File: src/hw/rtl/bgfla_pkg.sv
// ----------------------------------------------------------------------------
// bgfla_pkg
// Shared types and constants for the grown free-list slot allocator.
// ----------------------------------------------------------------------------
package bgfla_pkg;

  // Field widths fixed by the request and result formats
  localparam int unsigned OP_W    = 3;
  localparam int unsigned IDX_W   = 10;
  localparam int unsigned SLOT_W  = 10;
  localparam int unsigned COUNT_W = 11;
  localparam int unsigned SPB_W   = 11;

  localparam logic [SPB_W-1:0]   SPB_RESET = 11'd16;
  localparam logic [COUNT_W-1:0] COUNT_MAX = 11'h7FF;

  // Request operation codes
  typedef enum logic [OP_W-1:0] {
    OP_ALLOC = 3'd0,
    OP_FREE  = 3'd1,
    OP_FIRST = 3'd2,
    OP_NEXT  = 3'd3,
    OP_CHECK = 3'd4
  } op_e;

  // Sequencer states
  typedef enum logic [2:0] {
    ST_IDLE,
    ST_DISPATCH,
    ST_GROW,
    ST_ALLOC_RD,
    ST_ALLOC_WAIT,
    ST_SCAN_RD,
    ST_SCAN_CHK,
    ST_FINISH
  } state_e;

endpackage

File: src/hw/rtl/bgfla_ctrl.sv
// ----------------------------------------------------------------------------
// bgfla_ctrl
// Sequencer and shared pointer unit: walks the link store for growth, pops,
// pushes and scans, and holds the result register.
// ----------------------------------------------------------------------------
module bgfla_ctrl
  import bgfla_pkg::*;
#(
  parameter int unsigned CAPACITY = 1024
) (
  input  logic                          clk_i,
  input  logic                          rst_ni,
  input  logic [SPB_W-1:0]              spb_i,
  input  logic                          in_valid_i,
  output logic                          in_ready_o,
  input  logic [OP_W-1:0]               op_i,
  input  logic [IDX_W-1:0]              index_i,
  output logic                          out_valid_o,
  input  logic                          out_ready_i,
  output logic [SLOT_W-1:0]             slot_o,
  output logic                          is_null_o,
  output logic [COUNT_W-1:0]            live_count_o,
  output logic [COUNT_W-1:0]            grown_slots_o,
  output logic                          mem_we_o,
  output logic [$clog2(CAPACITY)-1:0]   mem_addr_o,
  output logic [$clog2(CAPACITY + 1):0] mem_wdata_o,
  input  logic [$clog2(CAPACITY + 1):0] mem_rdata_i
);

  localparam int unsigned AW = $clog2(CAPACITY);
  localparam int unsigned GW = $clog2(CAPACITY + 1);
  localparam int unsigned LW = GW + 1;
  localparam int unsigned CW = ((GW > COUNT_W) ? GW : COUNT_W) + 1;

  state_e state_q, state_d;

  logic [OP_W-1:0]    op_q, op_d;
  logic [IDX_W-1:0]   idx_q, idx_d;
  logic [LW-1:0]      head_q, head_d;
  logic [GW-1:0]      grown_q, grown_d;
  logic [COUNT_W-1:0] count_q, count_d;
  logic [GW-1:0]      cnt_q, cnt_d;
  logic [GW-1:0]      end_q, end_d;
  logic [AW-1:0]      res_slot_q, res_slot_d;
  logic               res_null_q, res_null_d;

  logic               out_valid_q, out_valid_d;
  logic [SLOT_W-1:0]  out_slot_q, out_slot_d;
  logic               out_null_q, out_null_d;
  logic [COUNT_W-1:0] out_live_q, out_live_d;
  logic [COUNT_W-1:0] out_grown_q, out_grown_d;

  logic [CW-1:0] idx_w, idx_inc_w, grown_w, head_w, grow_sum_w, res_slot_w;
  logic [GW-1:0] cnt_inc;
  logic          idx_in_range, head_at_top, head_above, grow_ok;
  logic          scan_done, link_null, out_free, in_fire;

  // Shared pointer arithmetic and compares
  assign idx_w        = CW'(idx_q);
  assign idx_inc_w    = idx_w + 1'b1;
  assign grown_w      = CW'(grown_q);
  assign head_w       = CW'(head_q);
  assign grow_sum_w   = grown_w + CW'(spb_i);
  assign res_slot_w   = CW'(res_slot_q);
  assign cnt_inc      = cnt_q + 1'b1;
  assign idx_in_range = idx_w < grown_w;
  assign head_at_top  = head_w == grown_w;
  assign head_above   = head_w > grown_w;
  assign grow_ok      = (spb_i != '0) && (grow_sum_w <= CW'(CAPACITY));
  assign scan_done    = cnt_q >= grown_q;
  assign link_null    = mem_rdata_i == '1;
  assign out_free     = !out_valid_q || out_ready_i;
  assign in_ready_o   = state_q == ST_IDLE;
  assign in_fire      = in_valid_i && in_ready_o;

  // Next state
  always_comb begin
    state_d = state_q;
    unique case (state_q)
      ST_IDLE: begin
        if (in_fire) begin
          state_d = ST_DISPATCH;
        end
      end
      ST_DISPATCH: begin
        case (op_q)
          OP_ALLOC: begin
            if (head_at_top) begin
              state_d = grow_ok ? ST_GROW : ST_FINISH;
            end else begin
              state_d = head_above ? ST_FINISH : ST_ALLOC_RD;
            end
          end
          OP_FIRST: state_d = ST_SCAN_RD;
          OP_NEXT:  state_d = idx_in_range ? ST_SCAN_RD : ST_FINISH;
          default:  state_d = ST_FINISH;
        endcase
      end
      ST_GROW: begin
        if (cnt_inc == end_q) begin
          state_d = ST_ALLOC_RD;
        end
      end
      ST_ALLOC_RD:   state_d = ST_ALLOC_WAIT;
      ST_ALLOC_WAIT: state_d = ST_FINISH;
      ST_SCAN_RD:    state_d = scan_done ? ST_FINISH : ST_SCAN_CHK;
      ST_SCAN_CHK:   state_d = link_null ? ST_FINISH : ST_SCAN_RD;
      ST_FINISH: begin
        if (out_free) begin
          state_d = ST_IDLE;
        end
      end
      default:       state_d = ST_IDLE;
    endcase
  end

  // Datapath and link store access
  always_comb begin
    op_d        = op_q;
    idx_d       = idx_q;
    head_d      = head_q;
    grown_d     = grown_q;
    count_d     = count_q;
    cnt_d       = cnt_q;
    end_d       = end_q;
    res_slot_d  = res_slot_q;
    res_null_d  = res_null_q;
    out_valid_d = out_valid_q;
    out_slot_d  = out_slot_q;
    out_null_d  = out_null_q;
    out_live_d  = out_live_q;
    out_grown_d = out_grown_q;
    mem_we_o    = 1'b0;
    mem_addr_o  = cnt_q[AW-1:0];
    mem_wdata_o = LW'(cnt_inc);

    // Drop a taken result
    if (out_valid_q && out_ready_i) begin
      out_valid_d = 1'b0;
    end

    unique case (state_q)
      ST_IDLE: begin
        if (in_fire) begin
          op_d  = op_i;
          idx_d = index_i;
        end
      end
      ST_DISPATCH: begin
        res_null_d = 1'b1;
        res_slot_d = '0;
        case (op_q)
          OP_ALLOC: begin
            if (head_at_top && grow_ok) begin
              cnt_d = grown_q;
              end_d = grow_sum_w[GW-1:0];
            end
          end
          OP_FREE: begin
            // Push the slot onto the free list
            if (idx_in_range) begin
              mem_we_o    = 1'b1;
              mem_addr_o  = idx_w[AW-1:0];
              mem_wdata_o = head_q;
              head_d      = idx_w[LW-1:0];
              if (count_q != '0) begin
                count_d = count_q - 1'b1;
              end
            end
          end
          OP_FIRST: cnt_d = '0;
          OP_NEXT:  cnt_d = idx_inc_w[GW-1:0];
          OP_CHECK: begin
            if (idx_in_range) begin
              res_null_d = 1'b0;
              res_slot_d = idx_w[AW-1:0];
            end
          end
          default: ;
        endcase
      end
      ST_GROW: begin
        // Link each new slot to its successor
        mem_we_o = 1'b1;
        cnt_d    = cnt_inc;
        if (cnt_inc == end_q) begin
          grown_d = end_q;
        end
      end
      ST_ALLOC_RD: begin
        mem_addr_o = head_q[AW-1:0];
      end
      ST_ALLOC_WAIT: begin
        // Pop the head and mark it allocated
        mem_we_o    = 1'b1;
        mem_addr_o  = head_q[AW-1:0];
        mem_wdata_o = '1;
        head_d      = mem_rdata_i;
        res_null_d  = 1'b0;
        res_slot_d  = head_q[AW-1:0];
        if (count_q != COUNT_MAX) begin
          count_d = count_q + 1'b1;
        end
      end
      ST_SCAN_RD: ;
      ST_SCAN_CHK: begin
        if (link_null) begin
          res_null_d = 1'b0;
          res_slot_d = cnt_q[AW-1:0];
        end else begin
          cnt_d = cnt_inc;
        end
      end
      ST_FINISH: begin
        // Load the result register once it is free
        if (out_free) begin
          out_valid_d = 1'b1;
          out_slot_d  = res_slot_w[SLOT_W-1:0];
          out_null_d  = res_null_q;
          out_live_d  = count_q;
          out_grown_d = grown_w[COUNT_W-1:0];
        end
      end
      default: ;
    endcase
  end

  // Control state
  always_ff @(posedge clk_i or negedge rst_ni) begin
    if (!rst_ni) begin
      state_q     <= ST_IDLE;
      head_q      <= '0;
      grown_q     <= '0;
      count_q     <= '0;
      out_valid_q <= 1'b0;
    end else begin
      state_q     <= state_d;
      head_q      <= head_d;
      grown_q     <= grown_d;
      count_q     <= count_d;
      out_valid_q <= out_valid_d;
    end
  end

  // Payload registers
  always_ff @(posedge clk_i) begin
    op_q        <= op_d;
    idx_q       <= idx_d;
    cnt_q       <= cnt_d;
    end_q       <= end_d;
    res_slot_q  <= res_slot_d;
    res_null_q  <= res_null_d;
    out_slot_q  <= out_slot_d;
    out_null_q  <= out_null_d;
    out_live_q  <= out_live_d;
    out_grown_q <= out_grown_d;
  end

  assign out_valid_o   = out_valid_q;
  assign slot_o        = out_slot_q;
  assign is_null_o     = out_null_q;
  assign live_count_o  = out_live_q;
  assign grown_slots_o = out_grown_q;

endmodule

File: config.mk
export PLATFORM = sky130hd
export DESIGN_NAME = bgfla_ctrl
export DESIGN_NICKNAME = d
export VERILOG_FILES = /design/src/hw/rtl/bgfla_pkg.sv /design/src/hw/rtl/bgfla_ctrl.sv
export SDC_FILE = /design/constraint.sdc
export NUM_CORES = 1
export LEC_CHECK = 0
export ABC_CLOCK_PERIOD_IN_PS = 5190
export BUFFER_PORTS_ARGS = -buffer_cell sky130_fd_sc_hd__buf_2
export CAP_MARGIN = 30
export CORE_MARGIN = 3
export CORE_UTILIZATION = 35
export CTS_CLUSTER_SIZE = 28
export DETAILED_ROUTE_END_ITERATION = 6
export GPL_TIMING_DRIVEN = 0
export PLACE_DENSITY_LB_ADDON = 0.3
export SYNTH_ARGS = -nofsm -noshare
export SYNTH_HDL_FRONTEND = slang
export SYNTH_SLANG_ARGS = --single-unit
File: constraint.sdc
create_clock -name clk_i -period 5.19 [get_ports clk_i]
set_input_delay 0.2595 -clock clk_i [delete_from_list [all_inputs] [get_ports clk_i]]
set_output_delay 0.2595 -clock clk_i [all_outputs]
set_load 0.03 [all_outputs]
* Yosys cells after proc, flatten, opt, wreduce, memory -nomap -nowiden
Index checks and enable logic that the tools add are counted.
** Storage, ports and cells
- Logic and storage cells :: 117
- Bits of input ports :: 40
- ROM bits :: 0
- Output and inout bits :: 58
- Memories kept :: 0
- Bits in latches :: 0
- Flip-flop bits (word level) :: 117
- Bits in writable memories :: 0
** Operators by class
- Bitwise gates (word level) :: 0
- $mul :: 0
- Reduce and logical (&&, ||, !) cells :: 24
- Mux-type cells :: 43
- Shifts and indexed selects :: 0
- Add/sub/neg operators :: 5
- Equality and inequality tests :: 26
- $lt $le $gt $ge :: 4
- Divide/modulo/power cells :: 0
** Operators by type and width (count)
- two-way mux 11 bit :: 6
- one-hot mux 11 bit (3 select lines) :: 2
- two-way mux 10 bit :: 5
- two-way mux 12 bit :: 4
- one-hot mux 12 bit (2 select lines) :: 2
- one-hot mux 10 bit (3 select lines) :: 1
- one-hot mux 3 bit (8 select lines) :: 1
- adder 11 x 1 -> 11 bit, second input constant :: 2
- one-hot mux 11 bit (2 select lines) :: 1
- nonzero test 11 bit :: 2
- one-hot mux 10 bit (2 select lines) :: 1
- two-way mux 3 bit :: 6
- == test 3 bit, second input constant :: 5
- != test 2 bit, second input constant :: 7
- adder 11 x 11 -> 12 bit :: 1
- == test 12 x 11 -> 1 bit :: 1
- == test 12 bit, second input constant :: 1
- == test 3 x 2 -> 1 bit, second input constant :: 4
- > comparator 12 x 11 -> 1 bit :: 1
- less-or-equal comparator 12 x 11 -> 1 bit, second input constant :: 1
- adder 10 x 1 -> 11 bit, second input constant :: 1
- == test 11 bit :: 1
- greater-or-equal comparator 11 bit :: 1
- < comparator 10 x 11 -> 1 bit :: 1
- 22 further kinds :: 44

* Logic depth before layout (Yosys ltp)
Gate-level depths: netlist of run 1.
- Depth in word-level cells :: 7
- Depth in mapped cells :: 14
- Depth with buffers taken out :: 12

* Worst setup path before layout of run 1
No wires, ideal clock.
- Path type :: register to register
- Start point :: register grown_q[0]
- End point :: register end_q[0] (enable)
- Period minus slack after synthesis :: 3960 ps
- Slack :: 1230 ps
- Required time :: 4782 ps
- Cell stages (with the launch flop) :: 10
- Setup time :: 408 ps
- Arrival time :: 3552 ps
- Buffers on the path :: 0
- Path through :: dfrtp_1 > ha_1 > fa_1 > a21o_2 > nand3_1 > nand2_1 > xor2_1 > or4_1 > o41a_1 > nor4_1
** On the way
- Cells in the longest elaborated chain, start to end :: 5
- Elaborated cells between the ends (all ways) :: 6
- Those cells by class :: add/sub (1); order compare (1); eq/ne (1); reduce/logical (3)
** Ends and longest elaborated chain
- start, declared :: line bgfla_ctrl.sv:40 : logic [GW-1:0] grown_q, grown_d;
- start signal, assigned :: line bgfla_ctrl.sv:239 : grown_q <= grown_d;
- adder 11 x 11 -> 12 bit :: line bgfla_ctrl.sv:63 : assign grow_sum_w = grown_w + CW'(spb_i);
- net grow_sum_w[6] :: line bgfla_ctrl.sv:53 : logic [CW-1:0] idx_w, idx_inc_w, grown_w, head_w, grow_sum_w, res_slot_w;
- less-or-equal comparator 12 x 11 -> 1 bit :: line bgfla_ctrl.sv:69 : assign grow_ok = (spb_i != '0) && (grow_sum_w <= CW'(CAPACITY));
- logical AND 1 bit :: line bgfla_ctrl.sv:69
- logical AND 1 bit :: line bgfla_ctrl.sv:154 : if (head_at_top && grow_ok) begin
- AND reduction 3 bit (no line)
- end signal, assigned :: line bgfla_ctrl.sv:250 : end_q <= end_d;
- end, declared :: line bgfla_ctrl.sv:43 : logic [GW-1:0] end_q, end_d;
The timed path passes the listed nets, and every way through them passes these cells.
A chain may end at the register's enable or synchronous reset.

* Worst setup path in the final report of run 1
- Start point :: register state_q[0]
- End point :: register count_q[9]
** On the way
- Cells in the longest elaborated chain, start to end :: 3
- Elaborated cells between the ends (all ways) :: 9
- Those cells by class :: eq/ne (6); mux (1); reduce/logical (2)
** Ends and longest elaborated chain
- start, declared :: line bgfla_ctrl.sv:35 : state_e state_q, state_d;
- start signal, assigned :: line bgfla_ctrl.sv:237 : state_q <= state_d;
- == test 3 bit / == test 3 x 1 -> 1 bit (equally long branches) :: line bgfla_ctrl.sv:142 : unique case (state_q)
- != test 2 bit (no line), or another cell as far along
- AND reduction 5 bit (no line)
- end signal, assigned :: line bgfla_ctrl.sv:240 : count_q <= count_d;
- end, declared :: line bgfla_ctrl.sv:41 : logic [COUNT_W-1:0] count_q, count_d;
Parallel ways exist; a longest one is shown, timed or not.

==> results by group, run 1 <==
Clocking
  • # H-tree levels: 4
  • Clock-pin slew on the worst setup and hold paths: 0.06 ns
  • Sinks on Clock Net: about 120
  • Clk_lat worst skew: 0.42 ns
  • Hold_buf cts: 7
  • Post_cts resized: 0
  • Post-CTS setup buffer count: 0
  • Clock Tree Buf Depth: 2
  • CTS Buf Count: 17
  • Clock root buffer: clkbuf_16
  • CTS tree: yes

Hold path
  • Min-delay worst type: in2reg
  • Hold Path Origin: index_i[8]
  • Hold endpoint: idx_q[8]$_DFFE_PP_
  • Hold Crit Depth: 1

Floorplanning
  • Cell Rows: between 50 and 60
  • Placeable core area: between 15,000 and 20,000 um^2
  • Die footprint: around 22,000 um^2
  • Die height: around 150 um
  • Die Width: 147 um
  • Ports: between 90 and 100
  • Starting Density: between 30% and 40%

Placed design
  • Pre-CTS WS: about 0.6 ns
  • Routability cong.: 0.872
  • PortBufs: 97
  • DP Wirelength: around 15,000 um

Power and ir drop
  • Pleak: ~3.5 nW
  • PD cells: about 640 nW/um^2
  • Clock power frac: between 20 and 25%
  • Net Sw Frac: between 40% and 50%
  • Worst vdd ir: around 400 uV
  • Power Total: ~5.5 mW
  • Internal power: around 3.1 mW
  • Sequential power share: 30.1%
  • Psw: roughly 2.4 mW
  • Combinational share of power: a little under half

Worst setup path
  • Buffers & Inverters on Critical Path: 4
  • CP startpoint: state_q[0]$_DFFE_PN0P_
  • Delay-heaviest family, CP: compound AO/OA/AOI/OAI gates
  • CP dominant cell by count: clkbuf_1
  • Crit path kind: reg2reg
  • Critical path launch point type: flop
  • Setup slack, reg-to-reg: roughly 0.48 ns
  • Worst-path fanout max: 18
  • Critical Path Slowest Stage Cell: nor2_1
  • RR Startpoint: state_q[0]$_DFFE_PN0P_
  • CP Cell Sequence: nand2b_1, nor2_1, clkinv_1, clkbuf_1, clkbuf_1, buf_8, ha_1, a21o_1, a21oi_1, o21ai_0, o41ai_1, nor2b_1, o21a_1, or3_1, a31o_2
  • R2r endpoint: count_q[9]$_DFFE_PN0P_
  • Data arrival time of the worst path: about 5.0 ns
  • R2R depth: 15
  • Crit. End Element: flop
  • Slowest Stage Delay on Critical Path: 0.52 ns
  • Worst endpoint required time: about 5.5 ns

Drt
  • DRT Wirelength: about 20,000 um
  • Vias: 5,836
  • ANT nets after route: 0
  • DRC: 1
  • Initial drt markers: between 500 and 600
  • Routed length per instance: between 15 and 20 um
  • Vias per cell: about 5.4
  • Drt pass-1 iters: 7

Timing
  • Slew headroom: between 40 and 50%
  • Setup repair after global routing missed its margin: false
  • Tightest Pin Transition: 0.813 ns
  • Final setup viols: 0
  • Final period util: about nine tenths
  • Setup TNS: 0 ns
  • Slew Viols, Final: 0
  • Setup ws final: slightly below 0.5 ns
  • Max Clock Skew: 0.00899 ns
  • Final min period: between 4 and 5 ns
  • F_max: 213 MHz
  • Final Hold Fails: 0

GRT
  • GRT Resource Usage Total: about a fifth
  • Initial antenna violation count: 0
  • Number of global-route vias before repair: 5,610
  • First-pass GRT wire length: 31,400 um
  • GRT overflow: 0
  • Maximum number of pins on one net before global-route repair: 39

Flow run
  • Max-cap viol count: 0

Final layout
  • Filler Cell Count: just under 2,000
  • Layout cells sized above 1: 18.0%
  • Area grow syn2layout: 23.3%
  • Most frequent cells in the layout: buf_2 (99), edfxtp_1 (79), nand2_1 (77)
  • Diode count: 0
  • Final nets: ~900
  • Most common cell after layout, fill and taps aside: buf_2

Yosys
  • Synth unique cells: 57
  • Post-synth net total: between 700 and 800
  • Prevailing post-synth register cell: edfxtp_1
  • Sequential cell area fraction in the yosys report: a little under half
  • Ys async rst share: roughly 32%
  • Post-Syn Area: about 7000 um^2
  • Synth warn: 0
  • Post-synth top area share: between 30% and 40%
  • Top cells by area, synth: edfxtp_1 (34%), dfrtp_1 (14%), ha_1 (9.5%)
  • Gate Count Post-Synth: 677
  • EDFF count, synth: 79
  • Synthesized flop and latch total: around 120
  • Syn_area_per_cell: a little over 10 um^2
  • Area leader, netlist: edfxtp_1

Outcome
  • Status: finished with violations
  • Failing checks: DRC
final cells by class:
class / instances / area, um^2 / area share (%)
repair buffers: 112 / 666 / 7.74
well taps: 265 / 332 / 3.86
clock buffers: 19 / 433 / 5.03
clock inverters: 13 / 183 / 2.12
multi-input cells: 501 / 3440 / 40.0
plain buffers: 25 / 95.1 / 1.11
inverters: 34 / 128 / 1.48
flip-flops and latches: 117 / 3320 / 38.6
registers in the layout, summed over array words and instances (netlist names):
register,count
state_q,3
end_q,11
res_slot_q,10
idx_q,10
res_null_q,1
grown_q,11
out_valid_o,1
is_null_o,1
count_q,11
op_q,3
grown_slots_o,11
live_count_o,11
slot_o,10
cnt_q,11
head_q,12
power groups by stage:
| stage | combinational (mW) | sequential (mW) | clock, mW |
|---|---|---|---|
| global route | 2.88 | 1.70 | 1.30 |
| finish | 2.61 | 1.66 | 1.24 |
| global placement | 2.52 | 1.68 | 0 |
| floorplan | 1.69 | 1.78 | 0 |
| CTS | 2.61 | 1.66 | 1.25 |
| detailed placement | 2.59 | 1.68 | 0 |
cells in the mapped netlist, drive strengths merged, types with 2 or more instances:
master / number
edfxtp: 79
nand2: 77
ha: 53
nor2: 53
o21ai: 39
dfrtp: 38
inv: 33
a21oi: 30
xnor2: 26
clkbuf: 23
xor2: 18
nand3: 16
nor3: 14
nand4: 13
a31oi: 12
a21o: 10
a222oi: 10
mux2i: 10
nor4: 10
a211oi: 9
a221oi: 9
mux2: 8
o211ai: 8
and2: 7
o21a: 7
or3: 7
nand2b: 6
nor2b: 5
o22a: 5
and3: 4
a2111oi: 3
a22oi: 3
nor3b: 3
o32a: 3
o41ai: 3
or4: 3
buf: 2
fa: 2
nor4b: 2
or2: 2
layer usage:
layer | global-route usage, % | routed length (um) | vias up | share of wire [%]
li1 | - | - | 2798 | -
met1 | 26.4 | 9170 | 2811 | 46
met2 | 29.5 | 9300 | 204 | 47
met3 | 3.79 | 1200 | 23 | 6.0
met4 | 4.66 | 274 | 0 | 1.4
met5 | 0 | 0 | - | 0
worst max path at each step:
stage | to | cells after the start
2_1_floorplan | end_q[0]$_DFFE_PP_ | 9
3_3_place_gp | count_q[9]$_DFFE_PN0P_ | 14
3_5_place_dp | count_q[9]$_DFFE_PN0P_ | 15
4_1_cts | count_q[9]$_DFFE_PN0P_ | 15
5_1_grt | count_q[9]$_DFFE_PN0P_ | 15
6_report | count_q[9]$_DFFE_PN0P_ | 15
kinds of logic after synthesis:
logic type / after synthesis / share of synthesized area [%]
fa+ha+maj: 55 / 10.1
compound gates: 159 / 15.6
buf+inv: 59 / 3.19
mux: 18 / 2.73
xor+xnor: 44 / 5.53
simple gates: 225 / 15.2
flops: 117 / 47.6
metrics by stage:
step                std cells  util (%)  hold slack [ns]  instance area (um^2)
finish                   1086      44.0           0.0142                  8600
CTS                      1083      43.8         0.000267                  8550
detailed placement       1044      40.3            0.408                  7870
floorplan                 677         -          -0.0361                  6970
global route             1086      44.0          0.00314                  8600
global placement         1039      39.9            0.403                  7790
Note: power is estimated with default switching activity, not from simulation.
==> inputs of run 2 (changes only) <==
ABC_AREA = 1   (was not set)
ABC_CLOCK_PERIOD_IN_PS = 4600   (was 5190)
clock period = 4.6 ns   (was 5.19 ns; I/O delays follow)
==> run 2 against run 1 <==
Against the previous run:
- the flow now finishes without violations
- core utilization barely moved
- sequential power increased by 9%
- largest cell class unchanged
- global-route usage is essentially flat
- clock power increased by 5%
- critical endpoint is now mem_wdata_o[11]
- highest routed layer unchanged
==> results by group, run 2 <==
Worst setup path
  • Crit. End Element: output port
  • Worst-path fanout max: 10 (-8)
  • Critical Path Slowest Stage Cell: dfrtp_1
  • Worst endpoint required time: 4.37 ns (-1.13 ns)
  • CP Cell Sequence: inv_1, ha_1, a21oi_1, o21ai_0, nand2_1, nand3_1, inv_2, nand2_1, inv_1, buf_2, nand2_2, o21ai_0, buf_2
  • Crit path kind: reg2out
  • Critical path launch point type: flop
  • Slowest Stage Delay on Critical Path: 0.43 ns (-0.09 ns)
  • Buffers & Inverters on Critical Path: 5 (+1)
  • Data arrival time of the worst path: 3.41 ns (-1.61 ns)
  • Delay-heaviest family, CP: buffers and inverters

Timing
  • Final period util: between 70 and 80%
  • Setup ws final: 0.959 ns (+0.475 ns)
  • Setup TNS: 0 ns (unchanged)
  • Max Clock Skew: 0.00986 ns (+0.000869 ns)
  • Final min period: roughly 3.6 ns
  • Final setup viols: 0 (unchanged)
  • F_max: around 270 MHz
  • Final Hold Fails: 0 (unchanged)
  • Setup repair after global routing missed its margin: false
  • Slew Viols, Final: 0 (unchanged)
  • Tightest Pin Transition: 1.14 ns (+0.324 ns)
  • Slew headroom: 24.2% (-21 points)

Yosys
  • Area leader, netlist: edfxtp_1
  • Post-synth top cells: nand2_1 (177), inv_1 (122), edfxtp_1 (79)
  • Compound-Gate Fraction of Synth Area: 16.0% (+0.42 points)
  • Largest family of logic cells by synthesized area: simple AND/OR/NAND/NOR gates
  • Synthesized flop and latch total: 117 (unchanged)
  • Mux share of post-synthesis cell area: 0% (-2.7 points)
  • Post-synth top area share: 31.8% (-2.2 points)
  • Ys async rst share: 32.5% (unchanged)
  • Synth Area in Simple Gates: 19.8% (+4.6 points)
  • EDFF count, synth: 79 (unchanged)
  • Sequential cell area fraction in the yosys report: 44.5% (-3.1 points)
  • Prevailing post-synth register cell: edfxtp_1
  • Post-Syn Area: 7470 um^2 (+7.1%)
  • Gate Count Post-Synth: 877 (+30%)
  • Syn_area_per_cell: 8.51 um^2 (-17%)
  • Synth unique cells: 40 (-30%)
  • XOR/XNOR share of the synthesized area: 2.11% (-3.4 points)
  • Top cells by area, synth: edfxtp_1 (32%), dfrtp_1 (13%), nand2_1 (8.9%)
  • Post-synth net total: 972 (+26%)
  • Adder-Cell Fraction of Synth Area: 9.42% (-0.66 points)
  • Synth warn: 0 (unchanged)
  • Top-count cell post-synth: nand2_1

Drt
  • Initial drt markers: 505 (-11%)
  • ANT nets after route: 0 (unchanged)
  • Vias: 6,757 (+16%)
  • DRC: 0 (-1)
  • Drt pass-1 iters: 7 (unchanged)
  • DRT Wirelength: 21,800 um (+9.6%)
  • Vias per cell: 5.22 (-2.9%)
  • Routed length per instance: 16.9 um (-8.1%)

GRT
  • Maximum number of pins on one net before global-route repair: 39 (unchanged)
  • M1 GR Usage: 24.7% (-1.7 points)
  • Initial antenna violation count: 0 (unchanged)
  • Met2 usage: 30.6% (+1.1 points)
  • First-pass GRT wire length: 34,300 um (+9.2%)
  • Grt met3 use: 4.32% (+0.53 points)
  • GRT busiest layer: met2
  • GRT Resource Usage Total: 18.7% (+0.035 points)
  • Number of global-route vias before repair: 6,379 (+14%)
  • GRT overflow: 0 (unchanged)

Flow run
  • Max-cap viol count: 0 (unchanged)

Power and ir drop
  • Worst vdd ir: 322 uV (-19%)
  • Power Total: 6.20 mW (+12%)
  • PD cells: 682 nW/um^2 (+6.4%)
  • Pleak: 4.06 nW (+17%)

Floorplanning
  • Ports: 98 (unchanged)
  • Starting Density: 36.2% (+0.48 points)
  • Placeable core area: 20,600 um^2 (+5.6%)
  • Die footprint: 23,100 um^2 (+6.8%)
  • Cell Rows: 52 (+2.0%)
  • Die Width: 152 um (+3.3%)
  • Die height: 152 um (+3.3%)

Clocking
  • # H-tree levels: 4 (unchanged)
  • Clock root buffer: clkbuf_16
  • Clk_lat worst skew: 0.42 ns (about the same)
  • Sinks on Clock Net: 117 (unchanged)
  • Post-CTS setup buffer count: 0 (unchanged)
  • Clock-pin slew on the worst setup and hold paths: 0.06 ns (about the same)
  • CTS tree: yes
  • Clock Tree Buf Depth: 2 (unchanged)
  • CTS Buf Count: 17 (unchanged)

Final layout
  • Number of flip-flops in the largest register: 12 (unchanged)
  • Biggest register: head_q
  • Diode count: 0 (unchanged)
  • Filler Cell Count: 2,038 (+6.0%)
  • Layout cells sized above 1: 17.3% (-0.76 points)
  • Most frequent cells in the layout: nand2_1 (177), inv_1 (122), buf_2 (103)
  • Post-route cell area: 9090 um^2 (+5.6%)
  • Fin cells: 1,295 (+19%)
  • Final nets: 1,107 (+23%)
  • Most common cell after layout, fill and taps aside: nand2_1
  • Area grow syn2layout: 21.7%

Placed design
  • Placed instance area: 8350 um^2 (+6.1%)
  • Routability cong.: 0.896 (+2.7%)
  • DP Wirelength: 16,900 um (+12%)
  • Pre-CTS WS: 1.28 ns (+0.687 ns)
  • Placed Cells incl. Taps: 1,248 (+20%)
  • PortBufs: 97 (unchanged)

Hold path
  • Min-delay worst type: in2reg

Outcome
  • Status: finished clean
==> run 2: changes by cell type after synthesis, moves of 10 or more <==
cell,before,now
nand3_1,16,46
nand2_1,77,177
o211ai_1,8,23
clkbuf_1,23,13
nor2_1,53,64
mux2i_1,10,0
inv_1,33,122
a222oi_1,10,0
o221ai_1,0,22
a21oi_1,30,57
o21ai_0,38,60
xnor2_1,26,5
==> run 2: routing by layer <==
metal	part of all wire (%)	vias up	routed length [um]
li1	-	3320	-
met4	2.1	0	461
met3	7.2	31	1580
met1	43	3157	9450
met5	0	-	0
met2	47	249	10400
==> run 2: per-stage QoR <==
| stage | utilization (%) | hold slack [ns] |
|---|---|---|
| 2_1_floorplan | - | -0.0656 |
| 3_3_place_gp | 40.2 | 0.404 |
| 3_5_place_dp | 40.5 | 0.406 |
| 4_1_cts | 43.9 | 0.116 |
| 5_1_grt | 44.1 | 0.122 |
| 6_report | 44.1 | 0.125 |
==> run 2: final cells by class <==
cell class                 count  area (um^2)  share of cell area, %
multi-input combinational    607         3540                   39.0
clock buffer                  17          425                   4.68
clock inverter                15          146                   1.61
sequential                   117         3320                   36.6
buffer                        22          118                   1.29
inverter                     131          492                   5.41
tap                          270          338                   3.72
timing repair buffer         116          703                   7.74
==> run 2: worst paths after layout <==
| path | startpoint | to | slack, ns | cells after the start |
|---|---|---|---|---|
| max | grown_q[6]$_DFFE_PN0P_ | mem_wdata_o[11] | 0.96 | 13 |
| min in group asynchronous | rst_ni | state_q[2]$_DFFE_PN0P_ | 0.32 | 2 |
| max reg2reg | grown_q[0]$_DFFE_PN0P_ | cnt_q[4]$_DFFE_PP_ | 1.22 | 13 |
| max in group asynchronous | rst_ni | head_q[4]$_DFFE_PN0P_ | 3.78 | 3 |
| min | mem_rdata_i[10] | head_q[10]$_DFFE_PN0P_ | 0.13 | 3 |
| min reg2reg | res_slot_q[5]$_DFFE_PP_ | slot_o[5]$_DFFE_PP_ | 0.42 | 0 |
==> run 2: worst min-delay path, cell delays in order <==
cell and delay [ns]:
buf_2 0.09, inv_1 0.09, o22ai_1 0.09
==> run 2: what timing repair did <==
action                    in CTS  in global routing
hold endpoints to repair      20                  0
gates resized for setup        0                  0
hold buffers                  14                  0
==> run 2: report_power, final <==
group | switching (mW) | internal, mW
clock network | 0.549 | 0.755
logic | 2.12 | 0.964
registers | 0.242 | 1.56
==> run 2: kinds of logic after synthesis <==
| group | after synthesis |
|---|---|
| AOI/OAI and AO/OA | 194 |
| adders and majority gates | 55 |
| buffers and inverters | 153 |
| DFF | 117 |
| and+or+nand+nor | 340 |
| xor gates and xnor gates | 18 |
==> inputs of run 3 (changes only) <==
ABC_CLOCK_PERIOD_IN_PS = 3250   (was 4600)
clock period = 3.25 ns   (was 4.6 ns; I/O delays follow)
==> run 3 against run 2 <==
Against the previous run:
- setup slack worse by 0.77 ns
- power up 43%
- sequential share of layout area fell by 0.43 points
- register-to-register slack worse by 1.0 ns
- global-route usage unchanged
- cell count rose by 0.46%
- sequential cell count unchanged
- count of clock-buffer cells in the layout is the same
- clock power is 42% higher
- critical endpoint is now cnt_q[4]$_DFFE_PP_
==> results by group, run 3 (synthesized netlist as in run 2, its figures left out) <==
Flow run
  • Max-cap viol count: 0 (unchanged)

Final layout
  • Most common cell after layout, fill and taps aside: nand2_1
  • Filler Cell Count: 2,026 (-0.59%)
  • Diode count: 0 (unchanged)
  • Number of flip-flops in the largest register: 12 (unchanged)
  • Most frequent cells in the layout: nand2_1 (176), inv_1 (114), buf_2 (98)
  • Post-route cell area: 9210 um^2 (+1.3%)
  • Final nets: 1,113 (+0.54%)
  • Layout cells sized above 1: 19.8% (+2.5 points)
  • Biggest register: head_q
  • Area grow syn2layout: 23.3%

Drt
  • Vias per cell: 5.21 (-0.11%)
  • Drt pass-1 iters: 6 (-1)
  • Vias: 6,781 (+0.36%)
  • ANT nets after route: 0 (unchanged)
  • DRC: 0 (unchanged)
  • DRT Wirelength: 21,900 um (+0.12%)
  • Initial drt markers: 510 (+0.99%)
  • Routed length per instance: 16.8 um (-0.34%)

Hold path
  • Min-delay worst type: in2reg
  • Hold endpoint: head_q[10]$_DFFE_PN0P_
  • Hold Path Origin: mem_rdata_i[10]
  • Hold Crit Depth: 3 (unchanged)

GRT
  • Initial antenna violation count: 0 (unchanged)
  • GRT Resource Usage Total: 18.7% (unchanged)
  • Maximum number of pins on one net before global-route repair: 39 (unchanged)
  • GRT overflow: 0 (unchanged)
  • First-pass GRT wire length: 34,300 um (about the same)
  • Number of global-route vias before repair: 6,379 (unchanged)

Worst setup path
  • RR Startpoint: grown_q[0]$_DFFE_PN0P_
  • Buffers & Inverters on Critical Path: 1 (-4)
  • Critical Path Slowest Stage Cell: dfrtp_2
  • Crit. path cell count: 13 (unchanged)
  • CP Cell Sequence: ha_2, fa_1, or2_2, nor2_1, nand3_1, nor2_1, nand2_1, nor2_1, nand3_1, nand2_1, nand2_1, a31oi_4, buf_6
  • Data arrival time of the worst path: 3.20 ns (-0.21 ns)
  • R2r endpoint: cnt_q[4]$_DFFE_PP_
  • Worst-path fanout max: 8 (-2)
  • Delay-heaviest family, CP: simple AND/OR/NAND/NOR gates
  • R2R depth: 13 (unchanged)
  • Setup slack, reg-to-reg: 0.19 ns (-1.03 ns)
  • Critical path launch point type: flop
  • Worst endpoint required time: 3.39 ns (-0.98 ns)
  • Slowest Stage Delay on Critical Path: 0.49 ns (+0.06 ns)
  • Crit. End Element: flop
  • Crit path kind: reg2reg

Power and ir drop
  • Power Total: 8.84 mW (+43%)
  • Pleak: 4.11 nW (+1.2%)
  • PD cells: 960 nW/um^2 (+41%)
  • Worst vdd ir: 458 uV (+42%)

Timing
  • Setup repair after global routing missed its margin: false
  • Final period util: around 94%
  • F_max: around 330 MHz
  • Slew Viols, Final: 0 (unchanged)
  • Final Hold Fails: 0 (unchanged)
  • Final setup viols: 0 (unchanged)
  • Final min period: between 3 and 4 ns
  • Setup TNS: 0 ns (unchanged)
  • Slew headroom: 52.4% (+28 points)
  • Tightest Pin Transition: 0.708 ns (-0.429 ns)
  • Max Clock Skew: 0.00782 ns (-0.00204 ns)
  • Hold Slack: 0.0588 ns (-0.0666 ns)

Floorplanning
  • Ports: 98 (unchanged)
  • Die height: 152 um (unchanged)
  • Die footprint: 23,100 um^2 (unchanged)
  • Cell Rows: 52 (unchanged)
  • Die Width: 152 um (unchanged)
  • Starting Density: 36.2% (unchanged)
  • Placeable core area: 20,600 um^2 (unchanged)

Outcome
  • Status: finished clean

Clocking
  • Clock Tree Buf Depth: 2 (unchanged)
  • Clock-pin slew on the worst setup and hold paths: 0.06 ns (about the same)
  • Clock root buffer: clkbuf_16
  • Clk_lat worst skew: 0.42 ns (about the same)
  • Sinks on Clock Net: 117 (unchanged)
  • CTS Buf Count: 17 (unchanged)
  • CTS tree: yes
  • # H-tree levels: 4 (unchanged)

Placed design
  • Routability cong.: 0.896 (unchanged)
  • Placed instance area: 8350 um^2 (unchanged)
  • DP Wirelength: 16,900 um (unchanged)
  • PortBufs: 97 (unchanged)
## run 3: what timing repair did
item	4_1_cts	5_1_grt
endpoints found under the hold margin	51	0
gates cloned	0	0
endpoints found under the setup margin	31	52
hold buffers	14	0
pin swaps	2	3
gates resized for setup	11	26
buffers inserted	1	5
## run 3: metrics by stage
stage	std cells	setup slack, ns	utilization, %
final	1301	0.185	44.6
after global routing	1301	0.00938	44.6
after CTS	1295	0.00792	44.1
after detailed placement	1248	-0.0676	40.5
after global placement	1244	-0.419	40.2
after floorplan	877	0.339	-
## run 3: cell type report
type                    instances  area [um^2]  share of cell area [%]
flip-flops and latches        117         3330                    36.1
multi-input cells             607         3580                    38.9
inverters                     131          497                    5.39
well taps                     270          338                    3.67
repair buffers                122          766                    8.32
clock buffers                  17          425                    4.62
plain buffers                  22          126                    1.37
clock inverters                15          146                    1.59
## run 3: report_power, final
part           switching [mW]  internal, mW
logic                    3.03          1.42
clock network           0.772          1.07
registers               0.336          2.21
total                    4.14          4.71
## run 3: worst max-delay path by stage
stage                      startpoint            endpoint
3_5_place_dp   grown_q[0]$_DFFE_PN0P_  cnt_q[4]$_DFFE_PP_
6_report       grown_q[0]$_DFFE_PN0P_  cnt_q[4]$_DFFE_PP_
2_1_floorplan  grown_q[0]$_DFFE_PN0P_  cnt_q[0]$_DFFE_PP_
4_1_cts        grown_q[6]$_DFFE_PN0P_      mem_wdata_o[0]
3_3_place_gp   grown_q[0]$_DFFE_PN0P_  cnt_q[4]$_DFFE_PP_
5_1_grt        grown_q[0]$_DFFE_PN0P_  cnt_q[7]$_DFFE_PP_
## run 3: worst reg2reg max path: cells and delay by family, from the launching register on
family	cells	cell delay, ns
AOI/OAI and AO/OA	1	0.27
and+or+nand+nor	9	1.16
buffers and inverters	1	0.18
adders and majority gates	2	0.68
DFF	1	0.49
## run 3: routing by layer
metal	routed length, um	part of all wire (%)	global-route usage, %	vias up
li1	-	-	-	3332
met4	478	2.2	5.86	0
met5	0	0	0	-
met2	10400	47	30.6	274
met1	9320	43	24.8	3139
met3	1690	7.7	4.15	36
